$ cat src/hw/rtl/wave1d_pkg.sv
// Shared types, codes and constants of the 1D leapfrog wave stencil.
// Depends on nothing; every other file but wave1d_ram imports it.
package wave1d_pkg;

   localparam int MAX_POINTS_DEF = 1024;
   localparam int FRAME_COUNT    = 3;
   localparam int CMD_Q_DEPTH    = 2;

   localparam int MODE_W    = 2;
   localparam int INDEX_W   = 10;
   localparam int VALUE_W   = 32;
   localparam int STATUS_W  = 2;
   localparam int TAU_W     = 17;
   localparam int NPTS_W    = 11;
   localparam int CSR_IDX_W = 2;
   localparam int CSR_DAT_W = 17;
   localparam int SLOT_W    = 2;

   localparam logic [TAU_W-1:0]  TAU_ONE   = 17'd65536;
   localparam logic [TAU_W-1:0]  TAU_RST   = 17'd16384;
   localparam logic [NPTS_W-1:0] NPTS_RST  = 11'd1024;
   localparam logic [NPTS_W-1:0] NPTS_MIN  = 11'd3;

   localparam logic [MODE_W-1:0] MODE_LOAD    = 2'd0;
   localparam logic [MODE_W-1:0] MODE_ADVANCE = 2'd1;
   localparam logic [MODE_W-1:0] MODE_READ    = 2'd2;

   localparam logic [STATUS_W-1:0] ST_OK    = 2'd0;
   localparam logic [STATUS_W-1:0] ST_RANGE = 2'd1;
   localparam logic [STATUS_W-1:0] ST_SAT   = 2'd2;

   localparam logic [CSR_IDX_W-1:0] CSR_TAU  = 2'd0;
   localparam logic [CSR_IDX_W-1:0] CSR_NPTS = 2'd1;

   localparam logic [SLOT_W-1:0] SLOT_0 = 2'd0;
   localparam logic [SLOT_W-1:0] SLOT_1 = 2'd1;
   localparam logic [SLOT_W-1:0] SLOT_2 = 2'd2;

   typedef enum logic [2:0] {
      OP_LOAD,
      OP_ADVANCE,
      OP_READ,
      OP_NOP,
      OP_RANGE_ERR
   } op_type;

   typedef struct packed {
      logic [MODE_W-1:0]         mode;
      logic [INDEX_W-1:0]        index;
      logic signed [VALUE_W-1:0] value;
   } req_type;

   typedef struct packed {
      logic signed [VALUE_W-1:0] point_value;
      logic [STATUS_W-1:0]       status;
   } rsp_type;

   typedef struct packed {
      op_type                    op;
      logic [INDEX_W-1:0]        index;
      logic signed [VALUE_W-1:0] value;
   } cmd_type;

endpackage

$ cat src/hw/rtl/wave1d_fifo.sv
// Short command queue between the front and the back.
// Depends on wave1d_pkg (cmd_type, CMD_Q_DEPTH).
module wave1d_fifo
   import wave1d_pkg::*;
(
   input  logic    clock,
   input  logic    reset,
   input  logic    in_valid,
   output logic    in_ready,
   input  cmd_type in_data,
   output logic    out_valid,
   input  logic    out_ready,
   output cmd_type out_data
);

   localparam int PTR_W = (CMD_Q_DEPTH > 1) ? $clog2(CMD_Q_DEPTH) : 1;
   localparam int CNT_W = $clog2(CMD_Q_DEPTH + 1);

   cmd_type           slot_ff [CMD_Q_DEPTH];
   logic [PTR_W-1:0]  wr_ptr_ff, rd_ptr_ff;
   logic [CNT_W-1:0]  count_ff;
   logic              push, pop;

   assign in_ready  = (count_ff != CNT_W'(CMD_Q_DEPTH));
   assign out_valid = (count_ff != '0);
   assign out_data  = slot_ff[rd_ptr_ff];
   assign push      = in_valid && in_ready;
   assign pop       = out_valid && out_ready;

   function automatic logic [PTR_W-1:0] bump(input logic [PTR_W-1:0] p);
      if (p == PTR_W'(CMD_Q_DEPTH - 1)) begin
         return '0;
      end
      return p + 1'b1;
   endfunction

   always_ff @(posedge clock) begin
      if (reset) begin
         wr_ptr_ff <= '0;
         rd_ptr_ff <= '0;
         count_ff  <= '0;
      end else begin
         if (push) begin
            wr_ptr_ff <= bump(wr_ptr_ff);
         end
         if (pop) begin
            rd_ptr_ff <= bump(rd_ptr_ff);
         end
         if (push && !pop) begin
            count_ff <= count_ff + 1'b1;
         end else if (pop && !push) begin
            count_ff <= count_ff - 1'b1;
         end
      end
   end

   always_ff @(posedge clock) begin
      if (push) begin
         slot_ff[wr_ptr_ff] <= in_data;
      end
   end

endmodule

$ cat config.mk
export PLATFORM = sky130hd
export DESIGN_NAME = wave1d_fifo
export DESIGN_NICKNAME = d
export VERILOG_FILES = /design/src/hw/rtl/wave1d_pkg.sv /design/src/hw/rtl/wave1d_fifo.sv
export SDC_FILE = /design/constraint.sdc
export NUM_CORES = 1
export LEC_CHECK = 0
export BUFFER_PORTS_ARGS = -buffer_cell sky130_fd_sc_hd__clkbuf_2
export CELL_PAD_IN_SITES_DETAIL_PLACEMENT = 1
export CELL_PAD_IN_SITES_GLOBAL_PLACEMENT = 1
export CORE_UTILIZATION = 35
export CTS_CLUSTER_SIZE = 8
export DETAILED_ROUTE_END_ITERATION = 16
export PLACE_DENSITY_LB_ADDON = 0.1
export SYNTH_ARGS = -nofsm -noshare
export SYNTH_HDL_FRONTEND = slang
export SYNTH_SLANG_ARGS = --single-unit
$ cat constraint.sdc
create_clock -name clock -period 2 [get_ports clock]
set_clock_uncertainty 0.1 [all_clocks]
set_input_delay 0.4 -clock clock [delete_from_list [all_inputs] [get_ports clock]]
set_output_delay 0.4 -clock clock [all_outputs]
set_load 0.03 [all_outputs]
==> reports/results.tsv <==
stage	metric	value	unit
floorplan	DIE HEIGHT	102	um
timing	Final Cycle Share	97.4	%
setup_path	crit path launch type	flop	
yosys	Avg Inst Size Synth	21.1	um^2
placed_design	port bufs	95	
floorplan	Placeable Area	0.00942	mm^2
timing	Max Clk Rate	513	MHz
setup_path	worst-path cell chain	buf_12 -> mux2_2 -> buf_2	
drt	Residual DRC	0	
drt	average wire per standard cell	15.8	um
global_routing	GRT Total Usage	13.0	%
setup_path	CP max stage delay	380	ps
worst_hold_path	hold_sp	in_data[41]	
finish	ant diodes	0	
clock_network	CTS sink cnt	95	
worst_hold_path	Hold Path Sink	slot_ff[0][41]	
clock_network	Worst-path clk slew	90	ps
global_routing	vias in the first global route	1926	
worst_hold_path	HP Class	in2reg	
timing	RSZ-0062 raised after global routing	true	
timing	Worst-Margin Slew	362	ps
yosys	Synth Instances	164	
yosys	synthesized area	0.00347	mm^2
timing	Setup Viol. Count Final	0	
setup_path	Crit. End Element	primary output	
clock_network	TritonCTS Buffers	9	
clock_network	later-pin clock latency in the skew report	340	ps
outcome	outcome	completed	
drt	DR vias	1816	
finish	layout cells sized above 1	60.0	%
yosys	post-synthesis sequential area ratio	80.8	%
drt	DR vias/cell	4.50	
yosys	syn nets	214	
timing	Slew headroom	75.8	%
clock_network	Clock Tree Root	clkbuf_8	
finish	# fillers	939	
clock_network	CTS tree	built	
setup_path	Critical Path RT	1500	ps
timing	hold_ws	141	ps
global_routing	initial antenna violation count	0	
placed_design	Post-DP HPWL	4290	um
drt	initial drt markers	43	
yosys	yosys warns	0	
timing	Final Hold Fails	0	
drt	post-route ant nets	0	
job	Max Cap Viol	0	
global_routing	largest net degree at the start of global routing	27	
finish	nets	321	
floorplan	standard-cell rows	35	
setup_path	r2r startpoint	count_ff[0]	
power_and_ir_drop	Final Power	5.75	mW
yosys	Seq cells post-synth	95	
clock_network	CTS HTree Levels	3	
clock_network	hold buffers post-CTS	0	
placed_design	routability cong.	0.647	
drt	DRT Pass-1 Iters	4	
floorplan	Initial Util	36.8	%
setup_path	worst reg2reg endpoint	count_ff[1]	
global_routing	total grt overflow	0	
global_routing	first-pass GRT wire length	9580	um
setup_path	Critical Path AT	1450	ps
setup_path	Critical Setup Path Class	reg2out	
power_and_ir_drop	P per Cell Area	1320	mW/mm^2
clock_network	Clock Path Buffers	2	
finish	final core occ	46.5	%
clock_network	total setup buffers inserted after CTS	0	
worst_hold_path	Cells on Worst Hold Path	1	
timing	Slew Limit Fails	0	
floorplan	io pins	96	
yosys	Yosys cell types	18	
floorplan	die footprint	0.0103	mm^2
finish	most frequent cells in the layout	edfxtp_1, clkbuf_2, mux2_2, buf_2, clkbuf_8	
floorplan	DIE WIDTH	102	um
timing	Period minus WS final	1950	ps
power_and_ir_drop	leakage power	1.64	nW
setup_path	Reg2Reg Depth	5	
setup_path	worst reg-to-reg setup slack	240	ps
drt	total routed wirelength	6380	um
setup_path	Critical-path top delay cell	dfxtp_4	
finish	Syn-to-layout area delta	26.2	%
finish	commonest non-fill, non-tap cell in the layout	edfxtp_1	
setup_path	crit-path max FO	25	
power_and_ir_drop	peak supply drop	491	uV
-- synthesized netlist by cell type --
master | number | area share (%)
o21ai_0 | 2 | 0.29
buf_2 | 1 | 0.14
dfxtp_1 | 5 | 2.9
buf_4 | 4 | 0.87
and3_1 | 1 | 0.18
or3_1 | 1 | 0.18
nand2b_1 | 1 | 0.18
inv_1 | 1 | 0.11
or2_2 | 1 | 0.18
nand3b_1 | 1 | 0.22
a21bo_2 | 1 | 0.29
ha_1 | 1 | 0.36
edfxtp_1 | 90 | 78
xor2_1 | 3 | 0.76
nor2_1 | 3 | 0.32
mux2_2 | 45 | 15
a21oi_1 | 2 | 0.29
and2_1 | 1 | 0.18
-- per-layer routing --
layer | GRT usage, % | vias up | wire length [um]
li1 | - | 852 | -
met1 | 14.3 | 897 | 2690
met2 | 22.7 | 58 | 3240
met3 | 3.66 | 9 | 350
met4 | 6.69 | 0 | 104
met5 | 0 | - | 0
-- registers in the layout, indices dropped and copies added (netlist names), named ones only --
| register | flops |
|---|---|
| rd_ptr_ff | 1 |
| wr_ptr_ff | 1 |
| slot_ff | 90 |
| count_ff | 2 |
-- power by group --
part | leakage [nW] | switching [mW] | internal (mW)
clock network | 0.105 | 0.629 | 0.696
registers | 0.882 | 0.0836 | 2.49
logic | 0.650 | 1.17 | 0.688
-- logic make-up after synthesis --
logic type / count (synthesis) / share of synthesized area (%)
multiplexers: 45 / 14.6
AO/OA/AOI/OAI: 5 / 0.866
XOR/XNOR: 3 / 0.758
adder cells (fa/ha/maj): 1 / 0.361
AND/OR/NAND/NOR: 9 / 1.44
flip-flops: 95 / 80.8
buffers and inverters: 6 / 1.12
-- critical path, delay by kind of cell, from the launching register on --
| family | cells | cell delay, ps |
|---|---|---|
| DFF | 1 | 380 |
| muxes | 1 | 350 |
| buffers and inverters | 2 | 370 |
-- per-stage QoR --
step | setup WS, ps | cell area [um^2] | setup TNS [ps] | cells
after floorplan | 56.5 | 3470 | 0 | 164
after global placement | 297 | 4150 | 0 | 389
after detailed placement | 277 | 4150 | 0 | 389
after CTS | -7.80 | 4370 | -7.80 | 404
after global routing | -26.5 | 4370 | -292 | 404
final | 52.4 | 4370 | 0 | 404
-- final cells by class --
cell class                 count  area, um^2  area share [%]
sequential                    95        2810            64.2
multi-input combinational     63         629            14.4
timing repair buffer         101         561            12.8
tap                          129         161            3.69
clock buffer                   9         124            2.83
clock inverter                 6        85.1            1.95
inverter                       1        7.51           0.172
-- worst max-delay path by stage --
stage                start             to
2_1_floorplan  count_ff[0]  slot_ff[0][0]
3_5_place_dp          flop   out_data[30]
4_1_cts               flop   out_data[30]
6_report              flop   out_data[14]
3_3_place_gp          flop   out_data[30]
5_1_grt               flop   out_data[31]
-- what timing repair did --
item,4_1_cts,5_1_grt
resized for setup,4,25
endpoints found under the hold margin,0,0
endpoints found under the setup margin,20,44
(Power assumes the default switching activity.)
