### config.mk
export PLATFORM = sky130hd
export DESIGN_NAME = wave1d_front
export DESIGN_NICKNAME = d
export VERILOG_FILES = /design/src/hw/rtl/wave1d_pkg.sv /design/src/hw/rtl/wave1d_front.sv
export SDC_FILE = /design/constraint.sdc
export NUM_CORES = 1
export LEC_CHECK = 0
export BUFFER_PORTS_ARGS = -buffer_cell sky130_fd_sc_hd__buf_2
export CAP_MARGIN = 15
export CORE_MARGIN = 2
export CORE_UTILIZATION = 40
export CTS_CLUSTER_SIZE = 16
export DETAILED_ROUTE_END_ITERATION = 6
export PLACE_DENSITY = 0.8
export SLEW_MARGIN = 40
export SYNTH_ARGS = -nofsm -noshare
export SYNTH_HDL_FRONTEND = slang
export SYNTH_SLANG_ARGS = --single-unit
### constraint.sdc
create_clock -name clock -period 5.6 [get_ports clock]
set_clock_uncertainty 0.1 [all_clocks]
set_input_delay 1.12 -clock clock [delete_from_list [all_inputs] [get_ports clock]]
set_output_delay 1.12 -clock clock [all_outputs]
set_load 0.005 [all_outputs]
### src/hw/rtl/wave1d_pkg.sv
// Shared types, codes and constants of the 1D leapfrog wave stencil.
// Depends on nothing; every other file but wave1d_ram imports it.
package wave1d_pkg;

   localparam int MAX_POINTS_DEF = 1024;
   localparam int FRAME_COUNT    = 3;
   localparam int CMD_Q_DEPTH    = 2;

   localparam int MODE_W    = 2;
   localparam int INDEX_W   = 10;
   localparam int VALUE_W   = 32;
   localparam int STATUS_W  = 2;
   localparam int TAU_W     = 17;
   localparam int NPTS_W    = 11;
   localparam int CSR_IDX_W = 2;
   localparam int CSR_DAT_W = 17;
   localparam int SLOT_W    = 2;

   localparam logic [TAU_W-1:0]  TAU_ONE   = 17'd65536;
   localparam logic [TAU_W-1:0]  TAU_RST   = 17'd16384;
   localparam logic [NPTS_W-1:0] NPTS_RST  = 11'd1024;
   localparam logic [NPTS_W-1:0] NPTS_MIN  = 11'd3;

   localparam logic [MODE_W-1:0] MODE_LOAD    = 2'd0;
   localparam logic [MODE_W-1:0] MODE_ADVANCE = 2'd1;
   localparam logic [MODE_W-1:0] MODE_READ    = 2'd2;

   localparam logic [STATUS_W-1:0] ST_OK    = 2'd0;
   localparam logic [STATUS_W-1:0] ST_RANGE = 2'd1;
   localparam logic [STATUS_W-1:0] ST_SAT   = 2'd2;

   localparam logic [CSR_IDX_W-1:0] CSR_TAU  = 2'd0;
   localparam logic [CSR_IDX_W-1:0] CSR_NPTS = 2'd1;

   localparam logic [SLOT_W-1:0] SLOT_0 = 2'd0;
   localparam logic [SLOT_W-1:0] SLOT_1 = 2'd1;
   localparam logic [SLOT_W-1:0] SLOT_2 = 2'd2;

   typedef enum logic [2:0] {
      OP_LOAD,
      OP_ADVANCE,
      OP_READ,
      OP_NOP,
      OP_RANGE_ERR
   } op_type;

   typedef struct packed {
      logic [MODE_W-1:0]         mode;
      logic [INDEX_W-1:0]        index;
      logic signed [VALUE_W-1:0] value;
   } req_type;

   typedef struct packed {
      logic signed [VALUE_W-1:0] point_value;
      logic [STATUS_W-1:0]       status;
   } rsp_type;

   typedef struct packed {
      op_type                    op;
      logic [INDEX_W-1:0]        index;
      logic signed [VALUE_W-1:0] value;
   } cmd_type;

endpackage

### src/hw/rtl/wave1d_front.sv
// Front end: configuration registers, point-count clamp and command classification.
// Depends on wave1d_pkg (req_type, cmd_type, mode and register codes).
module wave1d_front
   import wave1d_pkg::*;
#(
   parameter int MAX_POINTS = MAX_POINTS_DEF
) (
   input  logic                                 clock,
   input  logic                                 reset,
   input  logic                                 csr_valid,
   output logic                                 csr_ready,
   input  logic [CSR_IDX_W-1:0]                 csr_index,
   input  logic [CSR_DAT_W-1:0]                 csr_wdata,
   input  req_type                              req_data,
   output cmd_type                              cmd,
   output logic [$clog2(MAX_POINTS+1)-1:0]      eff_points,
   output logic [TAU_W-1:0]                     eff_tau
);

   localparam int PW = $clog2(MAX_POINTS + 1);

   logic [TAU_W-1:0]  tau_ff;
   logic [NPTS_W-1:0] npts_ff;
   logic [PW-1:0]     n_val;

   assign csr_ready = 1'b1;

   always_ff @(posedge clock) begin
      if (reset) begin
         tau_ff  <= TAU_RST;
         npts_ff <= NPTS_RST;
      end else if (csr_valid) begin
         case (csr_index)
            CSR_TAU:  tau_ff  <= csr_wdata[TAU_W-1:0];
            CSR_NPTS: npts_ff <= csr_wdata[NPTS_W-1:0];
            default:  ;
         endcase
      end
   end

   // Clamp the point count to [3, MAX_POINTS] and tau to 1.0.
   always_comb begin
      if (npts_ff < NPTS_MIN) begin
         n_val = PW'(NPTS_MIN);
      end else if (32'(npts_ff) > 32'(MAX_POINTS)) begin
         n_val = PW'(MAX_POINTS);
      end else begin
         n_val = PW'(npts_ff);
      end
   end

   assign eff_points = n_val;
   assign eff_tau    = (tau_ff > TAU_ONE) ? TAU_ONE : tau_ff;

   always_comb begin
      cmd.index = req_data.index;
      cmd.value = req_data.value;
      case (req_data.mode)
         MODE_LOAD:    cmd.op = (32'(req_data.index) >= 32'(n_val)) ? OP_RANGE_ERR : OP_LOAD;
         MODE_ADVANCE: cmd.op = OP_ADVANCE;
         MODE_READ:    cmd.op = (32'(req_data.index) >= 32'(n_val)) ? OP_RANGE_ERR : OP_READ;
         default:      cmd.op = OP_NOP;
      endcase
   end

endmodule

==> results of run 1 <==
## cells by family after synthesis
group	after synthesis	synth area share [%]
AO/OA/AOI/OAI	29	9.55
adder cells (fa/ha/maj)	10	6.72
AND/OR/NAND/NOR	88	24.4
other	1	0.202
flip-flops	28	30.1
buffers and inverters	67	23.6
multiplexers	10	5.38
## flip-flops by register name, indices dropped and copies added, names as in the netlist
signal   count
tau_ff      17
npts_ff     11
## final cells by class
type | count | area, sq um | area share, %
clock buffers | 4 | 55.1 | 2.81
inverters | 13 | 48.8 | 2.49
multi-input cells | 138 | 861 | 43.9
flip-flops and latches | 28 | 561 | 28.6
well taps | 52 | 65.1 | 3.32
repair buffers | 74 | 370 | 18.9
## stage by stage
step           total power, mW  setup WS [ns]  instance area [sq um]  hold WS (ns)  util, %
6_report                 0.401           1.95                   1960         0.372     44.4
5_1_grt                  0.425           1.79                   1960         0.398     44.4
4_1_cts                  0.407           1.94                   1960         0.373     44.4
3_5_place_dp             0.284           1.95                   1910         0.360     43.2
3_3_place_gp             0.282           1.96                   1910         0.353     43.2
2_1_floorplan            0.279           2.23                   1860         0.344        -
## tightest hold or removal path: stages, from the launching register on
cell     delay [ns]
dfxtp_1        0.33
nand2_1        0.05
a21oi_1        0.05
## per-layer routing
layer | vias to the layer above | share of wire [%]
li1 | 757 | -
met1 | 678 | 44
met2 | 50 | 48
met3 | 4 | 8.1
met4 | 0 | 0.27
met5 | - | 0
## power by group through the flow
stage               clock, mW  sequential, mW  combinational (mW)
global placement            0           0.217              0.0655
CTS                     0.128           0.212              0.0673
floorplan                   0           0.214              0.0642
finish                  0.122           0.212              0.0662
detailed placement          0           0.217              0.0669
global route            0.136           0.213              0.0759
## cell usage in the layout, fill, tap and decap left out, drive strengths merged, types with 2 or more instances in the layout
cell type,n
a21o,3
a21oi,19
buf,74
clkbuf,4
dfxtp,28
ha,10
inv,13
mux2i,10
nand2,36
nand2b,8
nand3b,2
nor2,13
nor2b,17
nor4,7
o21ai,2
## path summary, 6_finish.rpt
check	start	endpoint	slack (ns)	depth (start not counted)
setup / recovery	npts_ff[6]$_SDFFE_PP0P_	cmd[43]	1.95	9
hold / removal	tau_ff[7]$_SDFFE_PP0P_	tau_ff[7]$_SDFFE_PP0P_	0.37	2
setup reg to reg	npts_ff[10]$_SDFFE_PP1P_	npts_ff[10]$_SDFFE_PP1P_	4.67	1
hold reg to reg	tau_ff[7]$_SDFFE_PP0P_	tau_ff[7]$_SDFFE_PP0P_	0.37	2
==> impl_metrics.py, run 1 <==
metrics = {
    "timing": {
        "tightest_slew_ns": 0.728,
        "finalCritPeriodShare_pct": 65.2,
        "timing.fmax_mhz": 274,
        "setup_violations": 0,
        "slew_viol_final": 0,
        "rsz0062_at_grt": "false",
        "setup_tns_ns": 0,
        "slew_headroom_pct": 51.3,
        "hold_viol_final": 0,
        "layout_min_cycle_time_ns": 3.65,
    },
    "synthesis": {
        "synth_warnings": 0,
        "synth_top_flop_cell": "dfxtp_1",
        "yosysMostFrequentCell": "buf_4",
        "synthTopCellsByArea": "dfxtp_1, buf_4, nand2_1",
        "synth.avg_cell_area_sq_um": 7.99,
        "netlist_instances": 233,
        "synth_top_area_share_pct": 30.1,
        "ys_async_sr_fraction_pct": 0,
        "synth-edff-count": 0,
        "synth.largest_area_cell": "dfxtp_1",
        "ys_seq_elements": 28,
        "synth_fp_nets": 309,
        "seq_area_frac_synth_pct": 30.1,
        "synth_common_cells": "buf_4, nand2_1, dfxtp_1",
        "ys_types": 31,
        "syn_area_sq_mm": 0.00186,
    },
    "final_layout": {
        "n_antenna_cell": 0,
        "layout-drive-gt1-share_pct": 32.3,
        "area_growth_pct": 5.38,
        "fin_nets": 334,
        "stdcell_count": 309,
        "nFillCells": 469,
    },
    "grt": {
        "antenna_found_initial": 0,
        "overflow": 0,
        "grt_util_all_layers_pct": 14.4,
        "grt.busiest_layer": "met2",
        "grt_use_met2_pct": 24.6,
        "grt_pass1_vias": 1386,
        "grt_max_degree": 29,
        "grtUsageMet3_pct": 4.72,
        "grtUsageMet1_pct": 17.7,
        "grt_pass1_wl_microns": 6040,
    },
    "power": {
        "netSwitchingPower_mw": 0.0984,
        "peakVddDrop_mv": 0.121,
        "combPwrFrac_pct": 16.5,
        "switching_share_pct": 24.6,
        "pwr-share-clk_pct": 30.5,
        "pwr-share-seq_pct": 53.0,
        "powerDensity_mw_per_mm2": 204,
        "p_int_mw": 0.302,
        "p_leak_nw": 1.07,
    },
    "critical_path": {
        "crit_path_max_incr_delay_ns": 0.49,
        "path_cells": "nor4_1 -> nand2_1 -> a21o_1 -> ha_1 -> nand2_1 -> o21ai_0 -> nand4_1 -> a31o_2 -> buf_2",
        "path_delay_family": "simple AND/OR/NAND/NOR gates",
        "crit_path_top_delay_cell": "nor4_1",
        "cp-end-kind": "output port",
        "critPathArrivalTime_ns": 2.43,
        "path_common_cell": "nand2_1",
        "crit_buf_inv": 1,
        "critPathLaunchType": "flop",
        "critPathRequiredTime_ns": 4.38,
        "crit_type": "reg -> out",
        "cp_max_fo": 3,
    },
    "clock_network": {
        "cts_made_buffers": 3,
        "cts_resized": 0,
        "root_buffer": "clkbuf_8",
        "cts_buffer_depth": 2,
        "cts-htree-levels": 1,
        "cts.sinks": 28,
        "clk_latency_ns": 0.27,
        "post_cts_buffers": 0,
        "cts_tree": "done",
        "hold_buffers": 0,
        "cts.clk_slew.worst_paths_ns": 0.09,
    },
    "min_path": {
        "min_path_type": "reg -> reg",
    },
    "drt": {
        "ant_nets": 0,
        "drt_iter0_markers": 54,
        "wl_microns": 3660,
        "drt-pass1-iter-count": 4,
        "viasPerCell": 4.82,
        "routedWlPerCell_microns": 11.9,
        "num_vias": 1489,
        "route.detailed.drc": 0,
    },
    "floorplan": {
        "die-area_sq_mm": 0.00521,
        "die_h_microns": 72.2,
        "dieWidth_microns": 72.2,
        "start_util_pct": 42.1,
        "ios": 140,
        "coreArea_sq_mm": 0.00441,
        "rows": 24,
    },
    "place": {
        "dpl.hpwl_microns": 2940,
        "gp_congestion": 0.784,
        "placed_cells": 305,
        "io_buffers": 74,
    },
    "job": {
        "drv_cap": 0,
    },
    "outcome": {
        "status": "finished, final reports clean",
    },
}
(Power assumes the default switching activity.)
==> run 2: changes to the inputs <==
==> constraint.sdc (replaced) <==
create_clock -name clock -period 3.79 [get_ports clock]
set_clock_uncertainty 0.1 [all_clocks]
set_input_delay 0.758 -clock clock [delete_from_list [all_inputs] [get_ports clock]]
set_output_delay 0.758 -clock clock [all_outputs]
set_load 0.005 [all_outputs]
==> run 2 against run 1 <==
  * Sequential power up 48%
  * Sequential share of layout area stayed put
  * Critical path depth did not move
  * Highest routed layer unchanged
  * Combinational power increased by 48%
  * Clock power grew 48%
  * Via count rose by 0.94%
  * Setup slack worse by 1.3 ns
  * Global-route usage about the same
==> impl_metrics.py, run 2 (synthesized netlist as in run 1, its figures left out) <==
metrics = {
    "power": {
        "switching_share_pct": 24.5,
        "p_leak_nw": 1.07,
        "pwr-share-seq_pct": 53.0,
        "netSwitchingPower_mw": 0.145,
        "powerDensity_mw_per_mm2": 302,
        "peakVddDrop_mv": 0.165,
        "p_int_mw": 0.447,
        "pwr-share-clk_pct": 30.4,
        "combPwrFrac_pct": 16.6,
    },
    "timing": {
        "hold_viol_final": 0,
        "worst_slack_ns": 0.626,
        "tightest_slew_ns": 0.706,
        "slew_viol_final": 0,
        "timing.fmax_mhz": 316,
        "setup_violations": 0,
        "setup_tns_ns": 0,
        "finalCritPeriodShare_pct": 83.5,
        "layout_min_cycle_time_ns": 3.16,
        "slew_headroom_pct": 52.8,
        "rsz0062_at_grt": "false",
    },
    "clock_network": {
        "cts_made_buffers": 3,
        "cts_tree": "done",
        "hold_buffers": 0,
        "cts-htree-levels": 1,
        "cts.sinks": 28,
        "root_buffer": "clkbuf_8",
        "clk_latency_ns": 0.27,
        "cts_resized": 0,
        "cts_buffer_depth": 2,
        "cts.clk_slew.worst_paths_ns": 0.09,
        "post_cts_buffers": 0,
    },
    "floorplan": {
        "dieWidth_microns": 72.2,
        "coreArea_sq_mm": 0.00441,
        "die_h_microns": 72.2,
        "die-area_sq_mm": 0.00521,
        "rows": 24,
        "start_util_pct": 42.1,
        "ios": 140,
    },
    "drt": {
        "routedWlPerCell_microns": 12.0,
        "ant_nets": 0,
        "drt-pass1-iter-count": 4,
        "wl_microns": 3700,
        "viasPerCell": 4.86,
        "drt_iter0_markers": 54,
        "route.detailed.drc": 0,
        "num_vias": 1503,
    },
    "final_layout": {
        "final_common_cell": "buf_2",
        "mostFrequentLayoutCells": "buf_2, nand2_1, dfxtp_1",
        "n_antenna_cell": 0,
        "largest_reg_flops": 17,
        "largest_register": "tau_ff",
        "area_growth_pct": 5.38,
        "layout-drive-gt1-share_pct": 32.3,
        "reg_top3": "tau_ff: 17 flops, npts_ff: 11 flops",
        "nFillCells": 446,
        "fin_nets": 334,
        "final_cell_area_sq_mm": 0.00196,
    },
    "critical_path": {
        "path_delay_family": "simple AND/OR/NAND/NOR gates",
        "cp_max_fo": 3,
        "path_cells": "nor4_1 -> nand2_1 -> a21o_1 -> ha_1 -> nand2_1 -> o21ai_0 -> nand4_1 -> a31o_2 -> buf_2",
        "cp-end-kind": "output port",
        "crit_path_max_incr_delay_ns": 0.39,
        "critPathLaunchType": "flop",
        "critPathArrivalTime_ns": 2.31,
        "path_common_cell": "nand2_1",
        "critPathRequiredTime_ns": 2.93,
        "critPathLaunch": "npts_ff[6]$_SDFFE_PP0P_",
        "worstReg2RegStart": "npts_ff[10]$_SDFFE_PP1P_",
        "crit_path_top_delay_cell": "nor4_1",
        "crit_buf_inv": 1,
        "crit_type": "reg -> out",
        "r2r_slack_ns": 2.88,
    },
    "grt": {
        "grt_pass1_vias": 1440,
        "grt_max_degree": 29,
        "overflow": 0,
        "antenna_found_initial": 0,
        "grt_pass1_wl_microns": 6040,
        "grt_util_all_layers_pct": 14.4,
    },
    "place": {
        "gp_congestion": 0.881,
        "dpl.hpwl_microns": 2970,
        "io_buffers": 74,
        "place_ws_ns": 0.860,
        "placed_area_sq_mm": 0.00191,
    },
    "job": {
        "drv_cap": 0,
    },
    "min_path": {
        "min_path_type": "reg -> reg",
        "hold_start": "tau_ff[15]$_SDFFE_PP0P_",
    },
    "outcome": {
        "status": "finished, final reports clean",
    },
}
[run 2: cell counts in the layout (fill, tap and decap cells not counted)]
No cell type changed its count.
[run 2: path summary, 6_finish.rpt]
kind         depth (start not counted)                  endpoint
max                                  9                   cmd[43]
min                                  2   tau_ff[15]$_SDFFE_PP0P_
max reg2reg                          1  npts_ff[10]$_SDFFE_PP1P_
min reg2reg                          2   tau_ff[15]$_SDFFE_PP0P_
[run 2: stage by stage]
stage | cells | power, mW | hold slack, ns | util [%]
2_1_floorplan | 233 | 0.412 | 0.344 | -
3_3_place_gp | 305 | 0.417 | 0.352 | 43.2
3_5_place_dp | 305 | 0.420 | 0.360 | 43.2
4_1_cts | 309 | 0.603 | 0.374 | 44.4
5_1_grt | 309 | 0.627 | 0.393 | 44.4
6_report | 309 | 0.592 | 0.373 | 44.4
[run 2: per-layer routing]
layer | vias to the layer above | global-route usage [%] | routed length (microns)
li1 | 761 | - | -
met1 | 691 | 16.5 | 1580
met2 | 47 | 25.2 | 1790
met3 | 4 | 5.69 | 313
met4 | 0 | 3.14 | 17
met5 | - | 0 | 0
[run 2: cell type report]
| cell class | count | area, sq um | area share [%] |
|---|---|---|---|
| inverters | 13 | 48.8 | 2.49 |
| well taps | 52 | 65.1 | 3.32 |
| clock buffers | 4 | 55.1 | 2.81 |
| repair buffers | 74 | 370 | 18.9 |
| flip-flops and latches | 28 | 561 | 28.6 |
| multi-input cells | 138 | 861 | 43.9 |
[run 2: power groups by stage]
stage          registers, mW  clock network, mW  logic, mW
2_1_floorplan          0.317                  0     0.0949
3_3_place_gp           0.320                  0     0.0969
6_report               0.313              0.180     0.0980
4_1_cts                0.314              0.190     0.0999
5_1_grt                0.315              0.199      0.112
3_5_place_dp           0.320                  0     0.0993
[run 2: worst min-delay path, stage by stage (launching register included)]
cell	delay, ns
dfxtp_1	0.33
nand2_1	0.05
a21oi_1	0.05
